$ cat src/rtl/core/length_prefixed_deframer_assert.svh
// Assertion macros shared by the deframer RTL.
`ifndef LENGTH_PREFIXED_DEFRAMER_ASSERT_SVH
`define LENGTH_PREFIXED_DEFRAMER_ASSERT_SVH

// Same-cycle implication, disabled while reset is low.
`define LPD_ASSERT_IMPL(label, clk, rst_n, ante, cons, msg) \
  label: assert property (@(posedge clk) disable iff (!rst_n) (ante) |-> (cons)) \
    else $error(msg);

// Next-cycle implication, disabled while reset is low.
`define LPD_ASSERT_NEXT(label, clk, rst_n, ante, cons, msg) \
  label: assert property (@(posedge clk) disable iff (!rst_n) (ante) |=> (cons)) \
    else $error(msg);

`endif

$ cat src/rtl/core/lpd_pkg.sv
`timescale 1ns / 1ps
package lpd_pkg;

  typedef enum logic [1:0] {
    PH_LOW   = 2'd0,
    PH_HIGH  = 2'd1,
    PH_BODY  = 2'd2,
    PH_STUCK = 2'd3
  } phase_t;

  localparam logic [1:0] REG_MAX_LENGTH   = 2'd0;
  localparam logic [1:0] REG_ERROR_WEIGHT = 2'd1;
  localparam logic [1:0] REG_ERROR_LIMIT  = 2'd2;

  localparam logic RES_MSG = 1'b0;
  localparam logic RES_ERR = 1'b1;

  localparam int          LEN_W    = 15;
  localparam int          ERR_W    = 16;
  localparam logic [14:0] HDR_MIN  = 15'd2;
  localparam int          Q_DEPTH  = 4;
  localparam int          Q_CNT_W  = 3;

  typedef struct packed {
    logic [LEN_W-1:0] max_length;
    logic [ERR_W-1:0] error_weight;
    logic [ERR_W-1:0] error_limit;
  } cfg_t;

  typedef struct packed {
    logic             result_kind;
    logic [7:0]       out_byte;
    logic             frame_first;
    logic             frame_last;
    logic [LEN_W-1:0] frame_length;
    logic             connection_error;
  } result_t;

endpackage

$ cat src/rtl/core/lpd_if.sv
`timescale 1ns / 1ps
interface lpd_in_if;
  logic       valid;
  logic       ready;
  logic [7:0] data_byte;
  logic       chunk_last;

  modport source (output valid, output data_byte, output chunk_last, input ready);
  modport sink   (input valid, input data_byte, input chunk_last, output ready);
endinterface

interface lpd_out_if;
  logic        valid;
  logic        ready;
  logic        result_kind;
  logic [7:0]  out_byte;
  logic        frame_first;
  logic        frame_last;
  logic [14:0] frame_length;
  logic        connection_error;

  modport source (output valid, output result_kind, output out_byte, output frame_first,
                  output frame_last, output frame_length, output connection_error,
                  input ready);
  modport sink   (input valid, input result_kind, input out_byte, input frame_first,
                  input frame_last, input frame_length, input connection_error,
                  output ready);
endinterface

$ cat src/rtl/core/lpd_cfg_regs.sv
`timescale 1ns / 1ps
module lpd_cfg_regs
  import lpd_pkg::*;
(
  input  logic        clk,
  input  logic        rst_n,
  input  logic        cfg_psel,
  input  logic        cfg_penable,
  input  logic        cfg_pwrite,
  input  logic [3:0]  cfg_paddr,
  input  logic [31:0] cfg_pwdata,
  output logic [31:0] cfg_prdata,
  output logic        cfg_pready,
  output cfg_t        cfg
);

  cfg_t cfg_r;
  cfg_t cfg_nxt;
  logic wr_en;

  assign cfg_pready = 1'b1;
  assign wr_en      = cfg_psel && cfg_penable && cfg_pwrite && cfg_pready;
  assign cfg        = cfg_r;

  always_comb begin
    cfg_nxt = cfg_r;
    if (wr_en) begin
      case (cfg_paddr[3:2])
        REG_MAX_LENGTH:   cfg_nxt.max_length   = cfg_pwdata[LEN_W-1:0];
        REG_ERROR_WEIGHT: cfg_nxt.error_weight = cfg_pwdata[ERR_W-1:0];
        REG_ERROR_LIMIT:  cfg_nxt.error_limit  = cfg_pwdata[ERR_W-1:0];
        default: ;
      endcase
    end
  end

  always_comb begin
    case (cfg_paddr[3:2])
      REG_MAX_LENGTH:   cfg_prdata = {17'd0, cfg_r.max_length};
      REG_ERROR_WEIGHT: cfg_prdata = {16'd0, cfg_r.error_weight};
      REG_ERROR_LIMIT:  cfg_prdata = {16'd0, cfg_r.error_limit};
      default:          cfg_prdata = 32'd0;
    endcase
  end

  always_ff @(posedge clk) begin
    if (!rst_n) begin
      cfg_r.max_length   <= 15'd8192;
      cfg_r.error_weight <= 16'd1;
      cfg_r.error_limit  <= 16'd1;
    end else begin
      cfg_r <= cfg_nxt;
    end
  end

endmodule

$ cat src/rtl/core/lpd_result_queue.sv
`timescale 1ns / 1ps
`include "length_prefixed_deframer_assert.svh"
module lpd_result_queue
  import lpd_pkg::*;
(
  input  logic             clk,
  input  logic             rst_n,
  input  logic [1:0]       push_cnt,
  input  result_t          item0,
  input  result_t          item1,
  output logic             has_room,
  lpd_out_if.source        out_ch
);

  result_t            slot_r   [Q_DEPTH];
  result_t            slot_nxt [Q_DEPTH];
  logic [Q_CNT_W-1:0] count_r;
  logic [Q_CNT_W-1:0] count_nxt;
  logic [Q_CNT_W-1:0] base;
  logic               pop;

  // Room for the two items a header can produce, whatever the sink does.
  assign has_room = count_r <= Q_CNT_W'(Q_DEPTH - 2);

  assign out_ch.valid            = count_r != '0;
  assign out_ch.result_kind      = slot_r[0].result_kind;
  assign out_ch.out_byte         = slot_r[0].out_byte;
  assign out_ch.frame_first      = slot_r[0].frame_first;
  assign out_ch.frame_last       = slot_r[0].frame_last;
  assign out_ch.frame_length     = slot_r[0].frame_length;
  assign out_ch.connection_error = slot_r[0].connection_error;

  assign pop       = out_ch.valid && out_ch.ready;
  assign base      = count_r - Q_CNT_W'(pop);
  assign count_nxt = base + Q_CNT_W'(push_cnt);

  always_comb begin
    for (int i = 0; i < Q_DEPTH; i++) begin
      // Shift toward the head on a pop, then drop new items behind the survivors.
      if (pop && i < Q_DEPTH - 1) begin
        slot_nxt[i] = slot_r[i+1];
      end else begin
        slot_nxt[i] = slot_r[i];
      end
      if (push_cnt != 2'd0 && base == Q_CNT_W'(i)) begin
        slot_nxt[i] = item0;
      end
      if (push_cnt == 2'd2 && base + Q_CNT_W'(1) == Q_CNT_W'(i)) begin
        slot_nxt[i] = item1;
      end
    end
  end

  always_ff @(posedge clk) begin
    if (!rst_n) begin
      count_r <= '0;
    end else begin
      count_r <= count_nxt;
    end
  end

  always_ff @(posedge clk) begin
    slot_r <= slot_nxt;
  end

  `LPD_ASSERT_IMPL(a_count_bound, clk, rst_n, 1'b1, count_r <= Q_CNT_W'(Q_DEPTH), "queue overfull")
  `LPD_ASSERT_IMPL(a_push_room, clk, rst_n, push_cnt != 2'd0, has_room, "push without room")

endmodule

$ cat src/rtl/core/length_prefixed_deframer.sv
`timescale 1ns / 1ps
// Length-prefixed deframer: takes one stream byte per cycle and splits it into messages
// whose first two bytes are a little-endian length that counts the header itself. A byte
// is accepted in every cycle while the four-entry result queue has room for two more
// items; each accepted byte updates the framing state and its items are registered
// in the queue that drives the output. The high header byte of a good header gives two
// items (both header bytes), the low header byte gives none, body bytes give one each.
// A header above max_length (clamped to MAX_FRAME) or below two locks the block until
// reset: it then reports one framing error for that header and one per later chunk,
// adding error_weight to a saturating 16-bit total that drives connection_error.
`include "length_prefixed_deframer_assert.svh"
module length_prefixed_deframer
  import lpd_pkg::*;
#(
  parameter int MAX_FRAME = 8192
) (
  input  logic        clk,
  input  logic        rst_n,
  lpd_in_if.sink      in_ch,
  lpd_out_if.source   out_ch,
  input  logic        cfg_psel,
  input  logic        cfg_penable,
  input  logic        cfg_pwrite,
  input  logic [3:0]  cfg_paddr,
  input  logic [31:0] cfg_pwdata,
  output logic [31:0] cfg_prdata,
  output logic        cfg_pready
);

  localparam logic [LEN_W-1:0] FRAME_CAP = LEN_W'(MAX_FRAME);

  cfg_t             cfg;
  phase_t           phase_r, phase_nxt;
  logic [7:0]       header_low_r, header_low_nxt;
  logic [LEN_W-1:0] bytes_seen_r, bytes_seen_nxt;
  logic [LEN_W-1:0] msg_len_r, msg_len_nxt;
  logic [ERR_W-1:0] err_total_r, err_total_nxt;
  logic             chunk_start_r, chunk_start_nxt;

  logic             in_fire;
  logic             has_room;
  logic [1:0]       push_cnt;
  result_t          res0, res1;
  logic [LEN_W-1:0] len_limit;
  logic [15:0]      hdr;
  logic             hdr_bad;
  logic [ERR_W:0]   err_sum;
  logic [ERR_W-1:0] err_sat;
  logic [LEN_W-1:0] seen;
  logic             body_done;

  lpd_cfg_regs u_cfg (
    .clk         (clk),
    .rst_n       (rst_n),
    .cfg_psel    (cfg_psel),
    .cfg_penable (cfg_penable),
    .cfg_pwrite  (cfg_pwrite),
    .cfg_paddr   (cfg_paddr),
    .cfg_pwdata  (cfg_pwdata),
    .cfg_prdata  (cfg_prdata),
    .cfg_pready  (cfg_pready),
    .cfg         (cfg)
  );

  lpd_result_queue u_queue (
    .clk      (clk),
    .rst_n    (rst_n),
    .push_cnt (push_cnt),
    .item0    (res0),
    .item1    (res1),
    .has_room (has_room),
    .out_ch   (out_ch)
  );

  assign in_ch.ready = has_room;
  assign in_fire     = in_ch.valid && in_ch.ready;

  assign len_limit = (cfg.max_length > FRAME_CAP) ? FRAME_CAP : cfg.max_length;
  assign hdr       = {in_ch.data_byte, header_low_r};
  assign hdr_bad   = hdr[15] || (hdr[LEN_W-1:0] < HDR_MIN) || (hdr[LEN_W-1:0] > len_limit);
  assign err_sum   = {1'b0, err_total_r} + {1'b0, cfg.error_weight};
  assign err_sat   = err_sum[ERR_W] ? '1 : err_sum[ERR_W-1:0];
  assign seen      = bytes_seen_r + LEN_W'(1);
  assign body_done = seen >= msg_len_r;

  always_comb begin
    phase_nxt       = phase_r;
    header_low_nxt  = header_low_r;
    bytes_seen_nxt  = bytes_seen_r;
    msg_len_nxt     = msg_len_r;
    err_total_nxt   = err_total_r;
    chunk_start_nxt = chunk_start_r;
    push_cnt        = 2'd0;
    res0            = '0;
    res1            = '0;
    res0.connection_error = err_total_r >= cfg.error_limit;
    res1.connection_error = err_total_r >= cfg.error_limit;
    if (in_fire) begin
      chunk_start_nxt = in_ch.chunk_last;
      unique case (phase_r)
        PH_LOW: begin
          header_low_nxt = in_ch.data_byte;
          bytes_seen_nxt = LEN_W'(1);
          phase_nxt      = PH_HIGH;
        end
        PH_HIGH: begin
          if (hdr_bad) begin
            phase_nxt      = PH_STUCK;
            msg_len_nxt    = '0;
            bytes_seen_nxt = '0;
            err_total_nxt  = err_sat;
            push_cnt       = 2'd1;
            res0.result_kind      = RES_ERR;
            res0.connection_error = err_sat >= cfg.error_limit;
          end else begin
            msg_len_nxt       = hdr[LEN_W-1:0];
            push_cnt          = 2'd2;
            res0.result_kind  = RES_MSG;
            res0.out_byte     = header_low_r;
            res0.frame_first  = 1'b1;
            res0.frame_length = hdr[LEN_W-1:0];
            res1.result_kind  = RES_MSG;
            res1.out_byte     = in_ch.data_byte;
            res1.frame_length = hdr[LEN_W-1:0];
            // A two-byte message is header only: it ends here.
            if (hdr[LEN_W-1:0] == HDR_MIN) begin
              res1.frame_last = 1'b1;
              phase_nxt       = PH_LOW;
              bytes_seen_nxt  = '0;
            end else begin
              phase_nxt      = PH_BODY;
              bytes_seen_nxt = HDR_MIN;
            end
          end
        end
        PH_BODY: begin
          push_cnt          = 2'd1;
          res0.result_kind  = RES_MSG;
          res0.out_byte     = in_ch.data_byte;
          res0.frame_last   = body_done;
          res0.frame_length = msg_len_r;
          if (body_done) begin
            phase_nxt      = PH_LOW;
            bytes_seen_nxt = '0;
          end else begin
            bytes_seen_nxt = seen;
          end
        end
        PH_STUCK: begin
          // Drop every byte; report once at the head of each chunk.
          if (chunk_start_r) begin
            err_total_nxt         = err_sat;
            push_cnt              = 2'd1;
            res0.result_kind      = RES_ERR;
            res0.connection_error = err_sat >= cfg.error_limit;
          end
        end
      endcase
    end
  end

  always_ff @(posedge clk) begin
    if (!rst_n) begin
      phase_r       <= PH_LOW;
      header_low_r  <= '0;
      bytes_seen_r  <= '0;
      msg_len_r     <= '0;
      err_total_r   <= '0;
      chunk_start_r <= 1'b1;
    end else begin
      phase_r       <= phase_nxt;
      header_low_r  <= header_low_nxt;
      bytes_seen_r  <= bytes_seen_nxt;
      msg_len_r     <= msg_len_nxt;
      err_total_r   <= err_total_nxt;
      chunk_start_r <= chunk_start_nxt;
    end
  end

  `LPD_ASSERT_NEXT(a_stuck_holds, clk, rst_n, phase_r == PH_STUCK, phase_r == PH_STUCK, "left stuck phase")
  `LPD_ASSERT_IMPL(a_err_monotonic, clk, rst_n, $past(rst_n), err_total_r >= $past(err_total_r), "error total fell")
  `LPD_ASSERT_IMPL(a_body_len, clk, rst_n, phase_r == PH_BODY, msg_len_r > bytes_seen_r, "body past length")

endmodule
$ cat src/flat_wrapper.sv
// flat-port wrapper written by rule: the top's interface ports become plain ports
module length_prefixed_deframer_flat import lpd_pkg::*;
#(
  parameter int MAX_FRAME = 8192
)
  (clk, rst_n, cfg_psel, cfg_penable, cfg_pwrite, cfg_paddr, cfg_pwdata, cfg_prdata, cfg_pready, in_ch_valid, in_ch_data_byte, in_ch_chunk_last, in_ch_ready, out_ch_valid, out_ch_result_kind, out_ch_out_byte, out_ch_frame_first, out_ch_frame_last, out_ch_frame_length, out_ch_connection_error, out_ch_ready);
  lpd_in_if in_ch_i ();
  lpd_out_if out_ch_i ();
  input  logic clk;
  input  logic rst_n;
  input  logic cfg_psel;
  input  logic cfg_penable;
  input  logic cfg_pwrite;
  input  logic [3:0] cfg_paddr;
  input  logic [31:0] cfg_pwdata;
  output logic [31:0] cfg_prdata;
  output logic cfg_pready;
  input wire logic [$bits(in_ch_i.valid)-1:0] in_ch_valid;
  input wire logic [$bits(in_ch_i.data_byte)-1:0] in_ch_data_byte;
  input wire logic [$bits(in_ch_i.chunk_last)-1:0] in_ch_chunk_last;
  output wire logic [$bits(in_ch_i.ready)-1:0] in_ch_ready;
  output wire logic [$bits(out_ch_i.valid)-1:0] out_ch_valid;
  output wire logic [$bits(out_ch_i.result_kind)-1:0] out_ch_result_kind;
  output wire logic [$bits(out_ch_i.out_byte)-1:0] out_ch_out_byte;
  output wire logic [$bits(out_ch_i.frame_first)-1:0] out_ch_frame_first;
  output wire logic [$bits(out_ch_i.frame_last)-1:0] out_ch_frame_last;
  output wire logic [$bits(out_ch_i.frame_length)-1:0] out_ch_frame_length;
  output wire logic [$bits(out_ch_i.connection_error)-1:0] out_ch_connection_error;
  input wire logic [$bits(out_ch_i.ready)-1:0] out_ch_ready;
  assign in_ch_i.valid = in_ch_valid;
  assign in_ch_i.data_byte = in_ch_data_byte;
  assign in_ch_i.chunk_last = in_ch_chunk_last;
  assign in_ch_ready = in_ch_i.ready;
  assign out_ch_valid = out_ch_i.valid;
  assign out_ch_result_kind = out_ch_i.result_kind;
  assign out_ch_out_byte = out_ch_i.out_byte;
  assign out_ch_frame_first = out_ch_i.frame_first;
  assign out_ch_frame_last = out_ch_i.frame_last;
  assign out_ch_frame_length = out_ch_i.frame_length;
  assign out_ch_connection_error = out_ch_i.connection_error;
  assign out_ch_i.ready = out_ch_ready;
  length_prefixed_deframer #(.MAX_FRAME(MAX_FRAME)) u_core (.clk(clk), .rst_n(rst_n), .in_ch(in_ch_i), .out_ch(out_ch_i), .cfg_psel(cfg_psel), .cfg_penable(cfg_penable), .cfg_pwrite(cfg_pwrite), .cfg_paddr(cfg_paddr), .cfg_pwdata(cfg_pwdata), .cfg_prdata(cfg_prdata), .cfg_pready(cfg_pready));
endmodule
$ cat config.mk
export PLATFORM = sky130hd
export DESIGN_NAME = length_prefixed_deframer_flat
export DESIGN_NICKNAME = d
export VERILOG_FILES = /design/src/rtl/core/lpd_pkg.sv /design/src/rtl/core/lpd_if.sv /design/src/rtl/core/lpd_cfg_regs.sv /design/src/rtl/core/lpd_result_queue.sv /design/src/rtl/core/length_prefixed_deframer.sv /design/src/flat_wrapper.sv
export VERILOG_INCLUDE_DIRS = /design/src /design/src/rtl/core
export SDC_FILE = /design/constraint.sdc
export NUM_CORES = 1
export LEC_CHECK = 0
export ABC_AREA = 1
export BUFFER_PORTS_ARGS = -buffer_cell sky130_fd_sc_hd__buf_4
export CAP_MARGIN = 20
export CELL_PAD_IN_SITES_DETAIL_PLACEMENT = 1
export CELL_PAD_IN_SITES_GLOBAL_PLACEMENT = 1
export CORE_MARGIN = 5
export CORE_UTILIZATION = 35
export CTS_CLUSTER_DIAMETER = 40
export CTS_CLUSTER_SIZE = 20
export DETAILED_ROUTE_END_ITERATION = 12
export PLACE_DENSITY_LB_ADDON = 0.1
export SYNTH_ARGS = -nofsm -noshare
export SYNTH_HDL_FRONTEND = slang
export SYNTH_HIERARCHICAL = 1
export SYNTH_SLANG_ARGS = --single-unit
$ cat constraint.sdc
create_clock -name clk -period 8.3 [get_ports clk]
set_input_delay 1.66 -clock clk [delete_from_list [all_inputs] [get_ports clk]]
set_output_delay 1.66 -clock clk [all_outputs]
set_load 0.05 [all_outputs]
==> flow_summary.yaml <==
global_route:
  grt_pass1_vias: 14000
  antenna_found_initial: 0
  grt_pass1_wl_um: 74500
  grt_max_degree: 87
  track_usage_pct: 20.2
  gr-total-overflow: 0
drt:
  wl_per_cell_um: 16.8
  drc: 0
  detail-route-antenna-nets: 0
  drt-pass1-iter-count: 5
  viasPerCell: 4.91
  wl_um: 45600
  drt-initial-drc-count: 492
  via_count: 13300
pwr:
  p_per_area_nw_per_um2: 322
  vdd_ir_drop_max_mv: 0.188
  power_mw: 5.51
  p_leak_nw: 8.15
clock_tree:
  cts_made_buffers: 51
  cts_hold_buf: 0
  post_cts.repair.setup_buffers: 0
  cts_max_level: 2
  cts_root_buf: "clkbuf_16"
  clk_path_buf_depth: 3
  cts_resized: 0
  cts_tree: "built"
  worstSkewPairLatency_ps: 590
  clock-sinks: 215
  path_clk_slew_ps: 50
worst_setup_path:
  critPathCapture: "u_core/u_queue/slot_r[27]"
  end_kind: "flop"
  rr_worst_depth: 19
  max_stage_delay_ps: 940
  rr_endpoint: "u_core/u_queue/slot_r[27]"
  cp-startpoint: "in_ch_data_byte[6]"
  worstPathArrival_ps: 6050
  required_ps: 8600
  startpoint_type: "input pin"
  r2r_slack_ps: 2570
  cp_slowest_cell: "nand3_1"
  timing.rr.start: "u_core/u_cfg/cfg[41]"
  critical_path_class: "input pin to flop"
  path_cells: "buf_4 -> ha_1 -> nand2_1 -> nor2_1 -> inv_1 -> nor2_1 -> nand3b_1 -> nand2_2 -> nand2_2 -> nor2_8 -> inv_1 -> nor2_1 -> nor2_2 -> nor2_4 -> nand2_2 -> nand3_1 -> buf_4"
  crit_fanout: 28
timing:
  fmax_mhz: 174
  fin_tns_setup_ps: 0
  timing.final.ws_setup_ps: 2540
  finalSetupViolCount: 0
  rsz0062_at_grt: "false"
  fin_crit_ps: 5760
  hold_ws_ps: 483
  tightest_slew_ps: 1020
  relSlewSlack_pct: 31.7
  drv_slew: 0
  fin_worst_skew_ps: 32.7
  min_period_over_period_pct: 69.4
  finalHoldViolCount: 0
flow_run:
  maxCapViolations: 0
yosys:
  synth_ff_type: "edfxtp_1"
  synth_edf_count: 108
  synthesis.area_sq_um: 14500
  async_reset_ff_share_pct: 0
  yosysSeqAreaShare_pct: 37.0
  ys_ff_latch: 215
  syn_inst: 2095
  synth.avg_cell_area_sq_um: 6.94
  ys_types: 43
  yosysWarnings: 6
final_layout:
  nNetsFinal: 2283
  multi_input_area_sq_um: 7420
  diodes: 0
  regArea_sq_um: 5390
  drive_above_1_share_pct: 10.7
  fill_cells: 5182
  area_growth_pct: 17.7
place:
  hpwl_um: 34400
  portBuffers: 78
  pre_cts_ws_ps: 1790
  gp_congestion: 0.823
floorplanning:
  rows: 74
  die_w_um: 214
  core_sq_um: 41000
  start_util_pct: 35.5
  die_area_sq_um: 45700
  fp.dieH_um: 214
  io_pins: 114
run_status:
  outcome: "completed"
min_path:
  hold_path.class: "flop to flop"
## routing by layer
metal,wire [um],track usage [%],vias to the layer above
li1,-,-,6736
met1,19300,23.5,6345
met2,23300,37.4,164
met3,1260,2.85,83
met4,1720,8.14,0
met5,0,0,-
## cells in the mapped netlist (2+ instances only)
cell	instances	area, sq um
inv_2	5	18.8
nor3_1	9	45.0
a21o_1	2	15.0
nand2_1	619	2320
conb_1	4	15.0
a21oi_1	132	661
dfxtp_1	107	2140
inv_1	282	1060
nand4_1	9	56.3
a31oi_1	2	12.5
nand3_1	293	1470
o21bai_1	2	15.0
clkinv_1	3	11.3
o211ai_1	4	30.0
clkbuf_1	23	86.3
nor2_1	200	751
buf_2	46	230
o21ai_1	2	10.0
a21oi_4	2	32.5
buf_4	50	375
xnor2_1	3	26.3
fa_1	2	40.0
nand2_2	20	125
o21ai_0	27	135
nor4_1	5	31.3
ha_1	87	1090
nor2_2	5	31.3
nor2_4	7	78.8
buf_8	2	30.0
nand3b_1	2	15.0
nand3_4	7	123
edfxtp_1	108	3240
buf_6	3	33.8
xor2_1	12	105
## logic make-up (layout without fill, tap and decap cells)
| logic type | count (synthesis) | in the layout | synth area share (%) |
|---|---|---|---|
| flops | 215 | 215 | 37.0 |
| buf+inv | 415 | 479 | 12.7 |
| compound gates | 174 | 174 | 6.32 |
| fa+ha+maj | 89 | 89 | 7.76 |
| xor+xnor | 15 | 15 | 0.903 |
| other cells | 4 | 30 | 0.103 |
| simple gates | 1183 | 1183 | 35.2 |
## worst min-delay path by stage
stage,endpoint,cells past startpoint,slack (ps),start
floorplan,u_core/bytes_seen_r[14],2,460,u_core/bytes_seen_r[14]
global placement,u_core/bytes_seen_r[14],2,470,u_core/bytes_seen_r[14]
detailed placement,u_core/bytes_seen_r[13],2,480,u_core/bytes_seen_r[13]
CTS,u_core/bytes_seen_r[13],2,480,u_core/bytes_seen_r[13]
global route,u_core/bytes_seen_r[14],2,510,u_core/bytes_seen_r[14]
finish,u_core/bytes_seen_r[13],2,480,u_core/bytes_seen_r[13]
## state kept, by name (all words and copies together) (netlist names), 2 cells and up
name                                cells
u_core/header_low_r                     8
u_core/err_total_r                     16
u_core/msg_len_r                       15
u_core/u_queue/out_ch.out_byte          8
u_core/u_queue/out_ch.frame_length     15
u_core/bytes_seen_r                    15
u_core/u_queue/slot_r                  81
u_core/u_queue/count_r                  3
u_core/phase_r                          2
u_core/u_cfg/cfg                       47
## through the flow
stage / area (sq um) / std cells / utilization, %
after detailed placement: 15300 / 2619 / 37.2
after global placement: 15200 / 2618 / 37.1
after floorplan: 14600 / 2121 / -
after CTS: 17100 / 2715 / 41.6
after global routing: 17100 / 2717 / 41.7
final: 17100 / 2717 / 41.7
## power by group
group	internal [mW]	total [mW]	leakage, nW	switching [mW]
Clock	1.42	2.11	0.880	0.691
Sequential	1.42	1.54	1.87	0.118
Combinational	0.525	1.87	5.40	1.34
Total	3.36	5.51	8.15	2.15
## layout by cell type, fill, tap and decap left out, drive strengths merged
master,netlist,layout
xor2,12,12
nand3,301,301
buf,102,93
a31oi,2,2
nor2,213,213
o21ai,29,29
a21o,2,2
edfxtp,108,108
fa,2,2
ha,87,87
nand2,639,639
xnor2,3,3
nor3,9,9
inv,287,295
a31o,1,1
conb,4,30
clkinvlp,0,5
and2,1,1
clkbuf,23,64
nand4,9,9
a21oi,134,134
nor4,6,6
clkinv,3,16
o21bai,2,2
dfxtp,107,107
and3,1,1
nor3b,1,1
o211ai,4,4
bufinv,0,6
nand3b,2,2
or2,1,1
## worst max-delay path: cells and delay by family
kind / cells / cell delay (ps)
AND/OR/NAND/NOR: 12 / 3470
buffers and inverters: 4 / 600
adder cells (fa/ha/maj): 1 / 300
## area by class of cell
| type | instances | share of cell area [%] |
|---|---|---|
| multi-input cells | 1491 | 43.3 |
| flip-flops and latches | 215 | 31.5 |
| clock buffers | 64 | 8.35 |
| inverters | 290 | 6.36 |
| repair buffers | 93 | 4.31 |
| well taps | 532 | 3.89 |
| clock inverters | 32 | 2.30 |
Power figures use the tool's default switching activity.
